## src/sv/incremental_pid_error_window_core_defines.svh

```systemverilog
// ---------------------------------------------------------------------------
// incremental pid error window core - assertion macros
// shared property shells for the checks at the end of the core rtl module
// ---------------------------------------------------------------------------
`ifndef INCREMENTAL_PID_ERROR_WINDOW_CORE_DEFINES_SVH
`define INCREMENTAL_PID_ERROR_WINDOW_CORE_DEFINES_SVH

// same-cycle implication, checked on every rising edge out of reset
`define IPID_ASSERT_NOW(lbl, ante, cons, msg) \
    lbl: assert property (@(posedge i_clk) disable iff (!i_rst_n) (ante) |-> (cons)) \
        else $error(msg);

// next-cycle implication, checked on every rising edge out of reset
`define IPID_ASSERT_NEXT(lbl, ante, cons, msg) \
    lbl: assert property (@(posedge i_clk) disable iff (!i_rst_n) (ante) |=> (cons)) \
        else $error(msg);

`endif

```

## src/sv/ipid_pkg.sv

```systemverilog
// ---------------------------------------------------------------------------
// ipid_pkg - shared types and constants
// number formats, widths of the digit-serial datapath and status codes
// ---------------------------------------------------------------------------
package ipid_pkg;

    // number formats
    localparam int DATA_BITS      = 16;
    localparam int GAIN_FRAC_BITS = 12;
    localparam int GAIN_BITS      = GAIN_FRAC_BITS + 4;

    // error and difference widths (signed)
    localparam int ERR_BITS   = DATA_BITS + 1;
    localparam int DIFF1_BITS = DATA_BITS + 2;
    localparam int DIFF2_BITS = DATA_BITS + 3;

    // digit-serial multiplier geometry
    localparam int DIGIT_BITS  = 4;
    localparam int MULT_DIGITS = (DIFF2_BITS + DIGIT_BITS - 1) / DIGIT_BITS;
    localparam int MULT_BITS   = MULT_DIGITS * DIGIT_BITS;
    localparam int MACC_BITS   = GAIN_BITS + DIGIT_BITS + 4;
    localparam int SUM_BITS    = GAIN_BITS + DIFF2_BITS + 1;

    localparam int SCALE_DIGITS = (GAIN_BITS + DIGIT_BITS - 1) / DIGIT_BITS;
    localparam int SCALE_SR_BITS = SCALE_DIGITS * DIGIT_BITS;
    localparam int MAG_BITS     = SUM_BITS - GAIN_FRAC_BITS;
    localparam int SACC_BITS    = MAG_BITS + DIGIT_BITS + 1;
    localparam int PROD_BITS    = MAG_BITS + GAIN_BITS;

    // scaled increment
    localparam int M_BITS      = DATA_BITS + 2;
    localparam int SCALED_BITS = DATA_BITS + 3;

    // stream payload
    localparam int IN_TDATA_BITS  = ((2 * DATA_BITS + 7) / 8) * 8;
    localparam int OUT_FIELD_BITS = DATA_BITS + 3;
    localparam int OUT_TDATA_BITS = ((OUT_FIELD_BITS + 7) / 8) * 8;
    localparam int CFG_IDX_BITS   = 3;
    localparam int CFG_DATA_BITS  = (GAIN_BITS > DATA_BITS) ? GAIN_BITS : DATA_BITS;

    typedef logic signed [GAIN_BITS-1:0] t_gain;
    typedef logic        [DATA_BITS-1:0] t_data;

    // rounding constants
    localparam logic [GAIN_FRAC_BITS:0] ROUND_HALF = (GAIN_FRAC_BITS+1)'(1) << (GAIN_FRAC_BITS - 1);
    localparam logic [PROD_BITS-1:0]    PROD_LIM   =
        PROD_BITS'(1) << (DATA_BITS + GAIN_FRAC_BITS + 1);
    localparam logic [M_BITS-1:0]       M_SAT      = M_BITS'(1) << (DATA_BITS + 1);
    localparam t_gain                   SCALE_ONE  = GAIN_BITS'(1) << GAIN_FRAC_BITS;

    // saturation code of a result
    typedef enum logic [1:0] {
        SAT_NONE  = 2'd0,
        SAT_UPPER = 2'd1,
        SAT_LOWER = 2'd2
    } t_sat;

    // configuration register index
    typedef enum logic [CFG_IDX_BITS-1:0] {
        CFG_GAIN_P       = 3'd0,
        CFG_GAIN_I       = 3'd1,
        CFG_GAIN_D       = 3'd2,
        CFG_OUT_UPPER    = 3'd3,
        CFG_OUT_LOWER    = 3'd4,
        CFG_WINDOW_LOW   = 3'd5,
        CFG_WINDOW_HIGH  = 3'd6,
        CFG_WINDOW_SCALE = 3'd7
    } t_cfg_idx;

endpackage

```

## src/sv/ipid_gain_mac.sv

```systemverilog
// ---------------------------------------------------------------------------
// ipid_gain_mac - digit-serial gain sum
// forms kp*d1 + ki*e + kd*d2 one radix-16 digit of the multipliers per cycle
// ---------------------------------------------------------------------------
module ipid_gain_mac (
    input  logic                                  i_clk,
    input  logic                                  i_rst_n,
    input  logic                                  i_start,
    input  ipid_pkg::t_gain                       i_gain_p,
    input  ipid_pkg::t_gain                       i_gain_i,
    input  ipid_pkg::t_gain                       i_gain_d,
    input  logic signed [ipid_pkg::DIFF1_BITS-1:0] i_diff1,
    input  logic signed [ipid_pkg::ERR_BITS-1:0]   i_err,
    input  logic signed [ipid_pkg::DIFF2_BITS-1:0] i_diff2,
    output logic                                  o_done,
    output logic signed [ipid_pkg::SUM_BITS-1:0]   o_sum
);
    import ipid_pkg::*;

    localparam int CNT_BITS = (MULT_DIGITS > 1) ? $clog2(MULT_DIGITS) : 1;
    localparam logic [CNT_BITS-1:0] LAST = CNT_BITS'(MULT_DIGITS - 1);

    logic                          r_busy;
    logic                          r_done;
    logic [CNT_BITS-1:0]           r_cnt;
    logic [MULT_BITS-1:0]          r_m1;
    logic [MULT_BITS-1:0]          r_m0;
    logic [MULT_BITS-1:0]          r_m2;
    logic signed [MACC_BITS-1:0]   r_hi;
    logic [MULT_BITS-1:0]          r_lo;

    logic                          w_top;
    logic signed [DIGIT_BITS:0]    w_dg1;
    logic signed [DIGIT_BITS:0]    w_dg0;
    logic signed [DIGIT_BITS:0]    w_dg2;
    logic signed [GAIN_BITS+DIGIT_BITS:0] w_p1;
    logic signed [GAIN_BITS+DIGIT_BITS:0] w_p0;
    logic signed [GAIN_BITS+DIGIT_BITS:0] w_p2;
    logic signed [MACC_BITS-1:0]   w_t;

    // current digits, the most significant one carries the sign
    assign w_top = (r_cnt == LAST);
    assign w_dg1 = $signed({w_top & r_m1[DIGIT_BITS-1], r_m1[DIGIT_BITS-1:0]});
    assign w_dg0 = $signed({w_top & r_m0[DIGIT_BITS-1], r_m0[DIGIT_BITS-1:0]});
    assign w_dg2 = $signed({w_top & r_m2[DIGIT_BITS-1], r_m2[DIGIT_BITS-1:0]});

    // three narrow gain-by-digit products and their sum with the running high part
    assign w_p1 = i_gain_p * w_dg1;
    assign w_p0 = i_gain_i * w_dg0;
    assign w_p2 = i_gain_d * w_dg2;
    assign w_t  = r_hi + MACC_BITS'(w_p1) + MACC_BITS'(w_p0) + MACC_BITS'(w_p2);

    // digit counter and done pulse
    always_ff @(posedge i_clk) begin
        if (!i_rst_n) begin
            r_busy <= 1'b0;
            r_done <= 1'b0;
            r_cnt  <= '0;
        end else begin
            r_done <= 1'b0;
            if (i_start) begin
                r_busy <= 1'b1;
                r_cnt  <= '0;
            end else if (r_busy) begin
                r_cnt <= r_cnt + CNT_BITS'(1);
                if (w_top) begin
                    r_busy <= 1'b0;
                    r_done <= 1'b1;
                end
            end
        end
    end

    // multiplier shift registers and product halves
    always_ff @(posedge i_clk) begin
        if (i_start) begin
            r_m1 <= MULT_BITS'(i_diff1);
            r_m0 <= MULT_BITS'(i_err);
            r_m2 <= MULT_BITS'(i_diff2);
            r_hi <= '0;
        end else if (r_busy) begin
            r_m1 <= r_m1 >> DIGIT_BITS;
            r_m0 <= r_m0 >> DIGIT_BITS;
            r_m2 <= r_m2 >> DIGIT_BITS;
            r_hi <= w_t >>> DIGIT_BITS;
            r_lo <= {w_t[DIGIT_BITS-1:0], r_lo[MULT_BITS-1:DIGIT_BITS]};
        end
    end

    assign o_done = r_done;
    assign o_sum  = $signed({r_hi[SUM_BITS-MULT_BITS-1:0], r_lo});

endmodule

```

## src/sv/ipid_scale_mul.sv

```systemverilog
// ---------------------------------------------------------------------------
// ipid_scale_mul - digit-serial magnitude multiplier
// multiplies the rounded increment magnitude by the window scale magnitude
// ---------------------------------------------------------------------------
module ipid_scale_mul (
    input  logic                              i_clk,
    input  logic                              i_rst_n,
    input  logic                              i_start,
    input  logic [ipid_pkg::MAG_BITS-1:0]     i_mag,
    input  logic [ipid_pkg::GAIN_BITS-1:0]    i_scale_mag,
    output logic                              o_done,
    output logic [ipid_pkg::PROD_BITS-1:0]    o_prod
);
    import ipid_pkg::*;

    localparam int CNT_BITS = (SCALE_DIGITS > 1) ? $clog2(SCALE_DIGITS) : 1;
    localparam logic [CNT_BITS-1:0] LAST = CNT_BITS'(SCALE_DIGITS - 1);

    logic                       r_busy;
    logic                       r_done;
    logic [CNT_BITS-1:0]        r_cnt;
    logic [MAG_BITS-1:0]        r_mag;
    logic [SCALE_SR_BITS-1:0]   r_sc;
    logic [SACC_BITS-1:0]       r_hi;
    logic [SCALE_SR_BITS-1:0]   r_lo;
    logic [SACC_BITS-1:0]       w_t;

    // running high part plus magnitude times the current scale digit
    assign w_t = r_hi + SACC_BITS'(r_mag) * SACC_BITS'(r_sc[DIGIT_BITS-1:0]);

    // digit counter and done pulse
    always_ff @(posedge i_clk) begin
        if (!i_rst_n) begin
            r_busy <= 1'b0;
            r_done <= 1'b0;
            r_cnt  <= '0;
        end else begin
            r_done <= 1'b0;
            if (i_start) begin
                r_busy <= 1'b1;
                r_cnt  <= '0;
            end else if (r_busy) begin
                r_cnt <= r_cnt + CNT_BITS'(1);
                if (r_cnt == LAST) begin
                    r_busy <= 1'b0;
                    r_done <= 1'b1;
                end
            end
        end
    end

    // scale shift register and product halves
    always_ff @(posedge i_clk) begin
        if (i_start) begin
            r_mag <= i_mag;
            r_sc  <= SCALE_SR_BITS'(i_scale_mag);
            r_hi  <= '0;
        end else if (r_busy) begin
            r_sc <= r_sc >> DIGIT_BITS;
            r_hi <= w_t >> DIGIT_BITS;
            r_lo <= {w_t[DIGIT_BITS-1:0], r_lo[SCALE_SR_BITS-1:DIGIT_BITS]};
        end
    end

    assign o_done = r_done;
    assign o_prod = {r_hi[PROD_BITS-SCALE_SR_BITS-1:0], r_lo};

endmodule

```

## src/sv/incremental_pid_error_window_core.sv

```systemverilog
// ---------------------------------------------------------------------------
// incremental_pid_error_window_core - velocity-form pid with error window
// error, digit-serial gain sum, rounding, windowed scaling, clamped accumulator
// ---------------------------------------------------------------------------
//  channel   direction  handshake             payload
//  s         in         i_s_tvalid/o_s_tready  setpoint, measurement
//  m         out        o_m_tvalid/i_m_tready  drive, saturation, in_window
//  cfg       in         i_cfg_we               i_cfg_idx, i_cfg_data
//
//  one request runs through the digit-serial gain sum, the digit-serial scale
//  multiply and the load, rounding and clamping steps
//  a new request is taken once the previous result sits in the output register
//  the output register holds a result while i_m_tready is low; the last stage
//  waits there only if a second result is ready before the first was taken
//  synchronous active-low reset clears state, presets gains, bounds and scale
// ---------------------------------------------------------------------------
`include "incremental_pid_error_window_core_defines.svh"

module incremental_pid_error_window_core (
    input  logic                                  i_clk,
    input  logic                                  i_rst_n,
    // setpoint [15:0], measurement [31:16]
    input  logic                                  i_s_tvalid,
    output logic                                  o_s_tready,
    input  logic [ipid_pkg::IN_TDATA_BITS-1:0]    i_s_tdata,
    // drive [15:0], saturation [17:16], in_window [18], zero fill above
    output logic                                  o_m_tvalid,
    input  logic                                  i_m_tready,
    output logic [ipid_pkg::OUT_TDATA_BITS-1:0]   o_m_tdata,
    // register write port
    input  logic                                  i_cfg_we,
    input  logic [ipid_pkg::CFG_IDX_BITS-1:0]     i_cfg_idx,
    input  logic [ipid_pkg::CFG_DATA_BITS-1:0]    i_cfg_data
);
    import ipid_pkg::*;

    typedef enum logic [2:0] {
        S_IDLE,
        S_GAIN,
        S_ROUND,
        S_SCALE,
        S_CLAMP
    } t_state;

    // configuration registers
    t_gain  r_gain_p;
    t_gain  r_gain_i;
    t_gain  r_gain_d;
    t_data  r_out_upper;
    t_data  r_out_lower;
    t_data  r_window_low;
    t_data  r_window_high;
    t_gain  r_window_scale;

    // control and state
    t_state                        r_state;
    logic signed [ERR_BITS-1:0]    r_e1;
    logic signed [ERR_BITS-1:0]    r_e2;
    t_data                         r_acc;
    logic                          r_inwin;
    logic [MAG_BITS-1:0]           r_md;
    logic                          r_dneg;
    logic signed [SCALED_BITS-1:0] r_scaled;
    logic                          r_out_valid;
    t_data                         r_out_drive;
    t_sat                          r_out_sat;
    logic                          r_out_inwin;

    logic                          w_in_acc;
    logic                          w_m_acc;
    t_data                         w_sp;
    t_data                         w_ms;
    logic signed [ERR_BITS-1:0]    w_e;
    logic [ERR_BITS-1:0]           w_e_mag;
    t_data                         w_abs_e;
    logic                          w_inwin;
    logic signed [DIFF1_BITS-1:0]  w_d1;
    logic signed [DIFF2_BITS-1:0]  w_d2;
    logic                          w_gain_done;
    logic signed [SUM_BITS-1:0]    w_sum;
    logic [SUM_BITS-1:0]           w_sum_mag;
    logic [SUM_BITS-1:0]           w_sum_rnd;
    logic                          w_scale_start;
    logic [GAIN_BITS-1:0]          w_scale_mag;
    logic                          w_scale_done;
    logic [PROD_BITS-1:0]          w_prod;
    logic [PROD_BITS-1:0]          w_prod_rnd;
    logic [M_BITS-1:0]             w_m;
    logic signed [SCALED_BITS-1:0] w_m_s;
    logic                          w_neg;
    logic signed [SCALED_BITS-1:0] w_f;
    logic signed [SCALED_BITS-1:0] w_upper_s;
    logic signed [SCALED_BITS-1:0] w_lower_s;
    t_data                         w_drive;
    t_sat                          w_sat;
    logic                          w_out_load;

    // handshakes
    assign o_s_tready = (r_state == S_IDLE);
    assign w_in_acc   = i_s_tvalid && o_s_tready;
    assign w_m_acc    = r_out_valid && i_m_tready;
    assign w_out_load = (r_state == S_CLAMP) && (!r_out_valid || i_m_tready);

    // register writes
    always_ff @(posedge i_clk) begin
        if (!i_rst_n) begin
            r_gain_p       <= '0;
            r_gain_i       <= '0;
            r_gain_d       <= '0;
            r_out_upper    <= '1;
            r_out_lower    <= '0;
            r_window_low   <= '0;
            r_window_high  <= '1;
            r_window_scale <= SCALE_ONE;
        end else if (i_cfg_we) begin
            unique case (t_cfg_idx'(i_cfg_idx))
                CFG_GAIN_P:       r_gain_p       <= i_cfg_data[GAIN_BITS-1:0];
                CFG_GAIN_I:       r_gain_i       <= i_cfg_data[GAIN_BITS-1:0];
                CFG_GAIN_D:       r_gain_d       <= i_cfg_data[GAIN_BITS-1:0];
                CFG_OUT_UPPER:    r_out_upper    <= i_cfg_data[DATA_BITS-1:0];
                CFG_OUT_LOWER:    r_out_lower    <= i_cfg_data[DATA_BITS-1:0];
                CFG_WINDOW_LOW:   r_window_low   <= i_cfg_data[DATA_BITS-1:0];
                CFG_WINDOW_HIGH:  r_window_high  <= i_cfg_data[DATA_BITS-1:0];
                CFG_WINDOW_SCALE: r_window_scale <= i_cfg_data[GAIN_BITS-1:0];
                default:          r_gain_p       <= r_gain_p;
            endcase
        end
    end

    // error, window test and the two differences
    assign w_sp    = i_s_tdata[DATA_BITS-1:0];
    assign w_ms    = i_s_tdata[2*DATA_BITS-1:DATA_BITS];
    assign w_e     = $signed({1'b0, w_sp}) - $signed({1'b0, w_ms});
    assign w_e_mag = w_e[ERR_BITS-1] ? ERR_BITS'(-w_e) : ERR_BITS'(w_e);
    assign w_abs_e = w_e_mag[DATA_BITS-1:0];
    assign w_inwin = (w_abs_e >= r_window_low) && (w_abs_e <= r_window_high);
    assign w_d1    = DIFF1_BITS'(w_e) - DIFF1_BITS'(r_e1);
    assign w_d2    = DIFF2_BITS'(w_e) - (DIFF2_BITS'(r_e1) <<< 1) + DIFF2_BITS'(r_e2);

    ipid_gain_mac u_gain_mac (
        .i_clk    (i_clk),
        .i_rst_n  (i_rst_n),
        .i_start  (w_in_acc),
        .i_gain_p (r_gain_p),
        .i_gain_i (r_gain_i),
        .i_gain_d (r_gain_d),
        .i_diff1  (w_d1),
        .i_err    (w_e),
        .i_diff2  (w_d2),
        .o_done   (w_gain_done),
        .o_sum    (w_sum)
    );

    // round the gain sum to nearest, ties away from zero
    assign w_sum_mag = w_sum[SUM_BITS-1] ? SUM_BITS'(-w_sum) : SUM_BITS'(w_sum);
    assign w_sum_rnd = w_sum_mag + SUM_BITS'(ROUND_HALF);

    // scale magnitude and multiplier
    assign w_scale_start = (r_state == S_ROUND);
    assign w_scale_mag   = r_window_scale[GAIN_BITS-1] ? GAIN_BITS'(-r_window_scale)
                                                       : GAIN_BITS'(r_window_scale);

    ipid_scale_mul u_scale_mul (
        .i_clk       (i_clk),
        .i_rst_n     (i_rst_n),
        .i_start     (w_scale_start),
        .i_mag       (r_md),
        .i_scale_mag (w_scale_mag),
        .o_done      (w_scale_done),
        .o_prod      (w_prod)
    );

    // rounded scaled magnitude, saturated when the product runs past the limit
    assign w_prod_rnd = w_prod + PROD_BITS'(ROUND_HALF);
    assign w_m        = (w_prod > PROD_LIM) ? M_SAT : w_prod_rnd[GAIN_FRAC_BITS +: M_BITS];
    assign w_m_s      = $signed({1'b0, w_m});
    assign w_neg      = r_dneg ^ r_window_scale[GAIN_BITS-1];

    // accumulate and clamp, upper bound tested first
    assign w_f       = $signed({{(SCALED_BITS-DATA_BITS){1'b0}}, r_acc}) + r_scaled;
    assign w_upper_s = $signed({{(SCALED_BITS-DATA_BITS){1'b0}}, r_out_upper});
    assign w_lower_s = $signed({{(SCALED_BITS-DATA_BITS){1'b0}}, r_out_lower});

    always_comb begin
        priority if (w_f >= w_upper_s) begin
            w_drive = r_out_upper;
            w_sat   = SAT_UPPER;
        end else if (w_f <= w_lower_s) begin
            w_drive = r_out_lower;
            w_sat   = SAT_LOWER;
        end else begin
            w_drive = w_f[DATA_BITS-1:0];
            w_sat   = SAT_NONE;
        end
    end

    // sequencer, error history, accumulator and output register
    always_ff @(posedge i_clk) begin
        if (!i_rst_n) begin
            r_state     <= S_IDLE;
            r_out_valid <= 1'b0;
            r_acc       <= '0;
            r_e1        <= '0;
            r_e2        <= '0;
        end else begin
            if (w_m_acc) begin
                r_out_valid <= 1'b0;
            end
            unique case (r_state)
                S_IDLE: begin
                    if (w_in_acc) begin
                        r_inwin <= w_inwin;
                        r_e2    <= r_e1;
                        r_e1    <= w_inwin ? w_e : '0;
                        r_state <= S_GAIN;
                    end
                end
                S_GAIN: begin
                    if (w_gain_done) begin
                        r_md    <= w_sum_rnd[SUM_BITS-1:GAIN_FRAC_BITS];
                        r_dneg  <= w_sum[SUM_BITS-1];
                        r_state <= S_ROUND;
                    end
                end
                S_ROUND: begin
                    r_state <= S_SCALE;
                end
                S_SCALE: begin
                    if (w_scale_done) begin
                        r_scaled <= !r_inwin ? '0 : (w_neg ? -w_m_s : w_m_s);
                        r_state  <= S_CLAMP;
                    end
                end
                S_CLAMP: begin
                    if (w_out_load) begin
                        r_acc       <= w_drive;
                        r_out_drive <= w_drive;
                        r_out_sat   <= w_sat;
                        r_out_inwin <= r_inwin;
                        r_out_valid <= 1'b1;
                        r_state     <= S_IDLE;
                    end
                end
                default: begin
                    r_state <= S_IDLE;
                end
            endcase
        end
    end

    assign o_m_tvalid = r_out_valid;
    assign o_m_tdata  = OUT_TDATA_BITS'({r_out_inwin, r_out_sat, r_out_drive});

    // checks
    `IPID_ASSERT_NOW(a_gain_done_in_gain, w_gain_done, r_state == S_GAIN, "gain sum finished outside the gain phase")
    `IPID_ASSERT_NOW(a_scale_done_in_scale, w_scale_done, r_state == S_SCALE, "scale product finished outside the scale phase")
    `IPID_ASSERT_NOW(a_round_after_gain, r_state == S_ROUND, $past(w_gain_done), "scale started without a fresh gain sum")
    `IPID_ASSERT_NEXT(a_out_window_clears_err, w_in_acc && !w_inwin, r_e1 == '0, "error kept although outside the window")
    `IPID_ASSERT_NEXT(a_err_history_shift, w_in_acc, r_e2 == $past(r_e1), "error history did not shift on a request")

endmodule
```

## config.mk

```make
export PLATFORM = sky130hd
export DESIGN_NAME = incremental_pid_error_window_core
export DESIGN_NICKNAME = d
export VERILOG_FILES = /design/src/sv/ipid_pkg.sv /design/src/sv/ipid_gain_mac.sv /design/src/sv/ipid_scale_mul.sv /design/src/sv/incremental_pid_error_window_core.sv
export VERILOG_INCLUDE_DIRS = /design/src /design/src/sv
export SDC_FILE = /design/constraint.sdc
export NUM_CORES = 2
export LEC_CHECK = 0
export BUFFER_PORTS_ARGS = -buffer_cell sky130_fd_sc_hd__buf_2
export CORE_ASPECT_RATIO = 2
export CORE_MARGIN = 4
export CORE_UTILIZATION = 50
export CTS_CLUSTER_SIZE = 25
export DETAILED_ROUTE_END_ITERATION = 12
export PLACE_DENSITY = 0.81
export SLEW_MARGIN = 20
export SYNTH_ARGS = -nofsm -noshare
export SYNTH_HDL_FRONTEND = slang
export SYNTH_SLANG_ARGS = --single-unit
```

## constraint.sdc

```tcl
create_clock -name i_clk -period 9.5 [get_ports i_clk]
set_input_delay 0.475 -clock i_clk [delete_from_list [all_inputs] [get_ports i_clk]]
set_output_delay 0.475 -clock i_clk [all_outputs]
set_load 0.05 [all_outputs]
```

==> flow_metrics.env <==
export IMPL_status="finished, final reports clean"
export IMPL_antenna_found_initial=1
export IMPL_synth_edff_count=194
export IMPL_max_freq_ghz=0.108
export IMPL_grt_start_max_net_pins=86
export IMPL_slew_headroom=0.337
export IMPL_finalPower_mw=6.47
export IMPL_ys_ff_latch=430
export IMPL_start_util=0.504
export IMPL_clock_root_buffer="clkbuf_16"
export IMPL_worstHoldStart="i_m_tready"
export IMPL_cts_buffers_inserted=42
export IMPL_p_per_area_mw_per_mm2=164
export IMPL_clk_pin_slew_ns=0.07
export IMPL_min_period_ns=9.23
export IMPL_skew_ns=0.0524
export IMPL_post_route_util=0.551
export IMPL_pre_cts_ws_ns=-0.137
export IMPL_hold_violations=0
export IMPL_synth_cell_types=78
export IMPL_syn_area_mm2=0.0362
export IMPL_worst_slack_ns=0.274
export IMPL_fill_cells=6139
export IMPL_syn_inst=3966
export IMPL_antenna_left=0
export IMPL_clk_latency_ns=0.61
export IMPL_worstReg2RegStart="u_gain_mac.r_cnt[0]"
export IMPL_clock_path_buffers=3
export IMPL_p_sw_frac=0.370
export IMPL_crit_fanout=5
export IMPL_io_buffers=76
export IMPL_power_leakage_nw=17.3
export IMPL_min_to="o_m_tvalid"
export IMPL_yosysSeqAreaShare=0.291
export IMPL_rr_endpoint="u_gain_mac.r_hi[17]"
export IMPL_vias=28348
export IMPL_io_pins=82
export IMPL_track_usage=0.240
export IMPL_power_frac_comb=0.377
export IMPL_grt_overflow=0
export IMPL_cp_common_cell="fa_1"
export IMPL_setup_viol=0
export IMPL_dr_pass1_iters=7
export IMPL_grt_pass1_wl_mm=149
export IMPL_ys_flop_type="dfxtp_1"
export IMPL_synth_top_area_cell="fa_1"
export IMPL_setup_tns_ns=0
export IMPL_min_path_type="primary input to flop"
export IMPL_ir_drop_v=0.000128
export IMPL_synthArstFlopShare=0
export IMPL_cts_tree="yes"
export IMPL_drc=0
export IMPL_path_class="flop to flop"
export IMPL_power_switching_mw=2.39
export IMPL_max_stage_delay_ns=0.57
export IMPL_ctsHtreeMaxLevel=2
export IMPL_min_path_cells=3
export IMPL_p_int_mw=4.08
export IMPL_die_area_mm2=0.0771
export IMPL_reg2reg_slack_ns=0.27
export IMPL_syn_to_final_growth_pct=9.22
export IMPL_dp_hpwl_mm=72.4
export IMPL_regArea_mm2=0.0106
export IMPL_cp_slowest_cell="fa_1"
export IMPL_ys_warnings_count=0
export IMPL_end_kind="flop"
export IMPL_startpoint_type="flop"
export IMPL_worstPathRequired_ns=9.94
export IMPL_initialDrtViolationCount=1844
export IMPL_finalMaxSlewViolations=0
export IMPL_avgSynthCellArea_um2=9.13
export IMPL_grt_pass1_vias=29618
export IMPL_place_gp_congestion=0.961
export IMPL_drive_gt1_frac=0.0803
export IMPL_rows=139
export IMPL_die_y_um=389
export IMPL_max_slew_worst_pin_slew_ns=0.991
export IMPL_die_w_um=198
export IMPL_clock_sinks=430
export IMPL_synth_top_area_frac=0.181
export IMPL_core_mm2=0.0718
export IMPL_viasPerCell=5.69
export IMPL_nets=4709
export IMPL_drt_total_wl_mm=92.8
export IMPL_drv_cap=0
export IMPL_pwr_share_clk=0.268
export IMPL_rr_worst_depth=41
export IMPL_synthTopCellsByArea="fa_1, edfxtp_1, dfxtp_1, ha_1, nand2_1"
export IMPL_multi_input_area_mm2=0.0235
export IMPL_wl_per_cell_um=18.6
export IMPL_fin_crit_sh=0.971
export IMPL_postCtsHoldBufs=0
export IMPL_cp_data_arrival_time_ns=9.66
export IMPL_pwr_share_seq=0.355
metrics by stage:
step	instances	hold WS (ns)	area, um^2
floorplan	3970	0.400	36200
global placement	4892	0.401	37800
detailed placement	4892	0.405	37800
CTS	4970	0.217	39200
global route	4977	0.251	39500
finish	4979	0.238	39600
routing by layer:
| metal | wire length [um] | GRT usage | up-vias |
|---|---|---|---|
| met2 | 50000 | 0.452 | 899 |
| met1 | 29700 | 0.230 | 13760 |
| met4 | 9350 | 0.194 | 0 |
| met5 | 0 | 0 | - |
| li1 | - | - | 13269 |
| met3 | 3730 | 0.0262 | 420 |
cells in the mapped netlist, types with 17 or more instances:
| master | count |
|---|---|
| a211oi_1 | 26 |
| a21boi_0 | 120 |
| a21o_1 | 61 |
| a21oi_1 | 140 |
| a22o_1 | 18 |
| a32oi_1 | 17 |
| and2_1 | 131 |
| clkbuf_1 | 123 |
| clkbuf_2 | 18 |
| dfxtp_1 | 236 |
| edfxtp_1 | 194 |
| fa_1 | 328 |
| ha_1 | 298 |
| inv_1 | 469 |
| mux2i_1 | 47 |
| nand2_1 | 685 |
| nand2b_1 | 28 |
| nand3_1 | 48 |
| nand4_1 | 25 |
| nor2_1 | 201 |
| nor2b_1 | 29 |
| nor3_1 | 42 |
| o211ai_1 | 35 |
| o21ai_0 | 189 |
| o21bai_1 | 19 |
| o31ai_1 | 18 |
| or2_2 | 31 |
| or3_1 | 20 |
| xnor2_1 | 135 |
| xor2_1 | 74 |
final cells by class:
cell class                 instances  area share
inverter                         470      0.0446
tap                              916      0.0290
clock inverter                    22     0.00573
timing repair buffer             170      0.0283
multi-input combinational       2913       0.595
sequential                       430       0.267
antenna                            2    0.000127
clock buffer                      56      0.0306
layout by cell type (no fill, tap or decap), types with 12 or more instances in the layout:
| master | netlist | routed |
|---|---|---|
| xor2_1 | 74 | 74 |
| o21a_1 | 15 | 15 |
| nand2_1 | 685 | 683 |
| clkbuf_16 | 0 | 46 |
| buf_2 | 2 | 75 |
| o211ai_1 | 35 | 35 |
| o21bai_1 | 19 | 19 |
| o31ai_1 | 18 | 16 |
| dfxtp_1 | 236 | 234 |
| and3_1 | 12 | 12 |
| and2_1 | 131 | 130 |
| nor4_1 | 12 | 12 |
| a21oi_1 | 140 | 133 |
| mux2i_1 | 47 | 47 |
| xnor2_1 | 135 | 133 |
| ha_1 | 298 | 291 |
| a21o_1 | 61 | 61 |
| nand2b_1 | 28 | 28 |
| edfxtp_1 | 194 | 194 |
| a31oi_1 | 15 | 14 |
| nor2b_1 | 29 | 29 |
| nand3_1 | 48 | 47 |
| a21boi_0 | 120 | 119 |
| o21ai_0 | 189 | 183 |
| a32oi_1 | 17 | 17 |
| nor2_1 | 201 | 195 |
| a211oi_1 | 26 | 25 |
| inv_1 | 469 | 468 |
| or2_2 | 31 | 30 |
| buf_4 | 6 | 91 |
| or3_1 | 20 | 20 |
| a22o_1 | 18 | 18 |
| nor3_1 | 42 | 40 |
| fa_1 | 328 | 327 |
| nand4_1 | 25 | 25 |
how the worst max path moves through the flow:
stage | startpoint | cells past startpoint | slack [ns] | endpoint
after floorplan | u_gain_mac.r_cnt[0] | 41 | 0.1 | u_gain_mac.r_hi[19]
after global placement | u_gain_mac.r_cnt[0] | 41 | -0.04 | u_gain_mac.r_hi[17]
after detailed placement | u_gain_mac.r_cnt[1] | 41 | -0.14 | u_gain_mac.r_hi[17]
after CTS | u_gain_mac.r_cnt[0] | 41 | 0.006 | u_gain_mac.r_hi[17]
after global routing | u_gain_mac.r_cnt[1] | 40 | -0.07 | u_gain_mac.r_hi[18]
final | u_gain_mac.r_cnt[0] | 41 | 0.27 | u_gain_mac.r_hi[17]
what timing repair did:
action,CTS,global route
setup endpoints to repair,3,9
pin swaps,1,32
cloned,0,1
setup buffers,0,6
gates resized for setup,6,44
worst max-delay path, delay by kind of cell (launching register included):
| kind | cells | cell delay (ns) |
|---|---|---|
| simple gates | 5 | 0.50 |
| fa+ha+maj | 12 | 5.09 |
| mux | 1 | 0.15 |
| compound gates | 11 | 1.81 |
| xor+xnor | 1 | 0.11 |
| buf+inv | 11 | 1.06 |
| flops | 1 | 0.32 |
power groups by stage:
stage               combinational [mW]  sequential [mW]  clock [mW]
finish                            2.44             2.30        1.73
global placement                  2.30             2.33           0
floorplan                         1.78             2.25           0
detailed placement                2.37             2.34           0
global route                      2.73             2.31        1.83
CTS                               2.39             2.29        1.76
registers in the layout, indices dropped and copies added, names as in the netlist, 17 cells and up:
| signal | flops |
|---|---|
| u_scale_mul.r_hi | 25 |
| r_md | 24 |
| u_scale_mul.r_mag | 24 |
| u_gain_mac.r_hi | 20 |
| u_gain_mac.r_lo | 20 |
| r_scaled | 19 |
| u_gain_mac.r_m2 | 19 |
| u_gain_mac.r_m1 | 18 |
| r_e1 | 17 |
| r_e2 | 17 |
| u_gain_mac.r_m0 | 17 |
cell families (layout without fill, tap and decap cells):
| kind of cell | Yosys count | after routing | synth area share |
|---|---|---|---|
| AND/OR/NAND/NOR | 1296 | 1296 | 0.162 |
| AO/OA/AOI/OAI | 728 | 728 | 0.131 |
| buffers and inverters | 627 | 718 | 0.0663 |
| adder cells (fa/ha/maj) | 626 | 626 | 0.284 |
| flip-flops | 430 | 430 | 0.291 |
| XOR/XNOR | 209 | 209 | 0.0505 |
| multiplexers | 49 | 49 | 0.0136 |
| other | 1 | 7 | 0.000104 |
(Power assumes the default switching activity.)
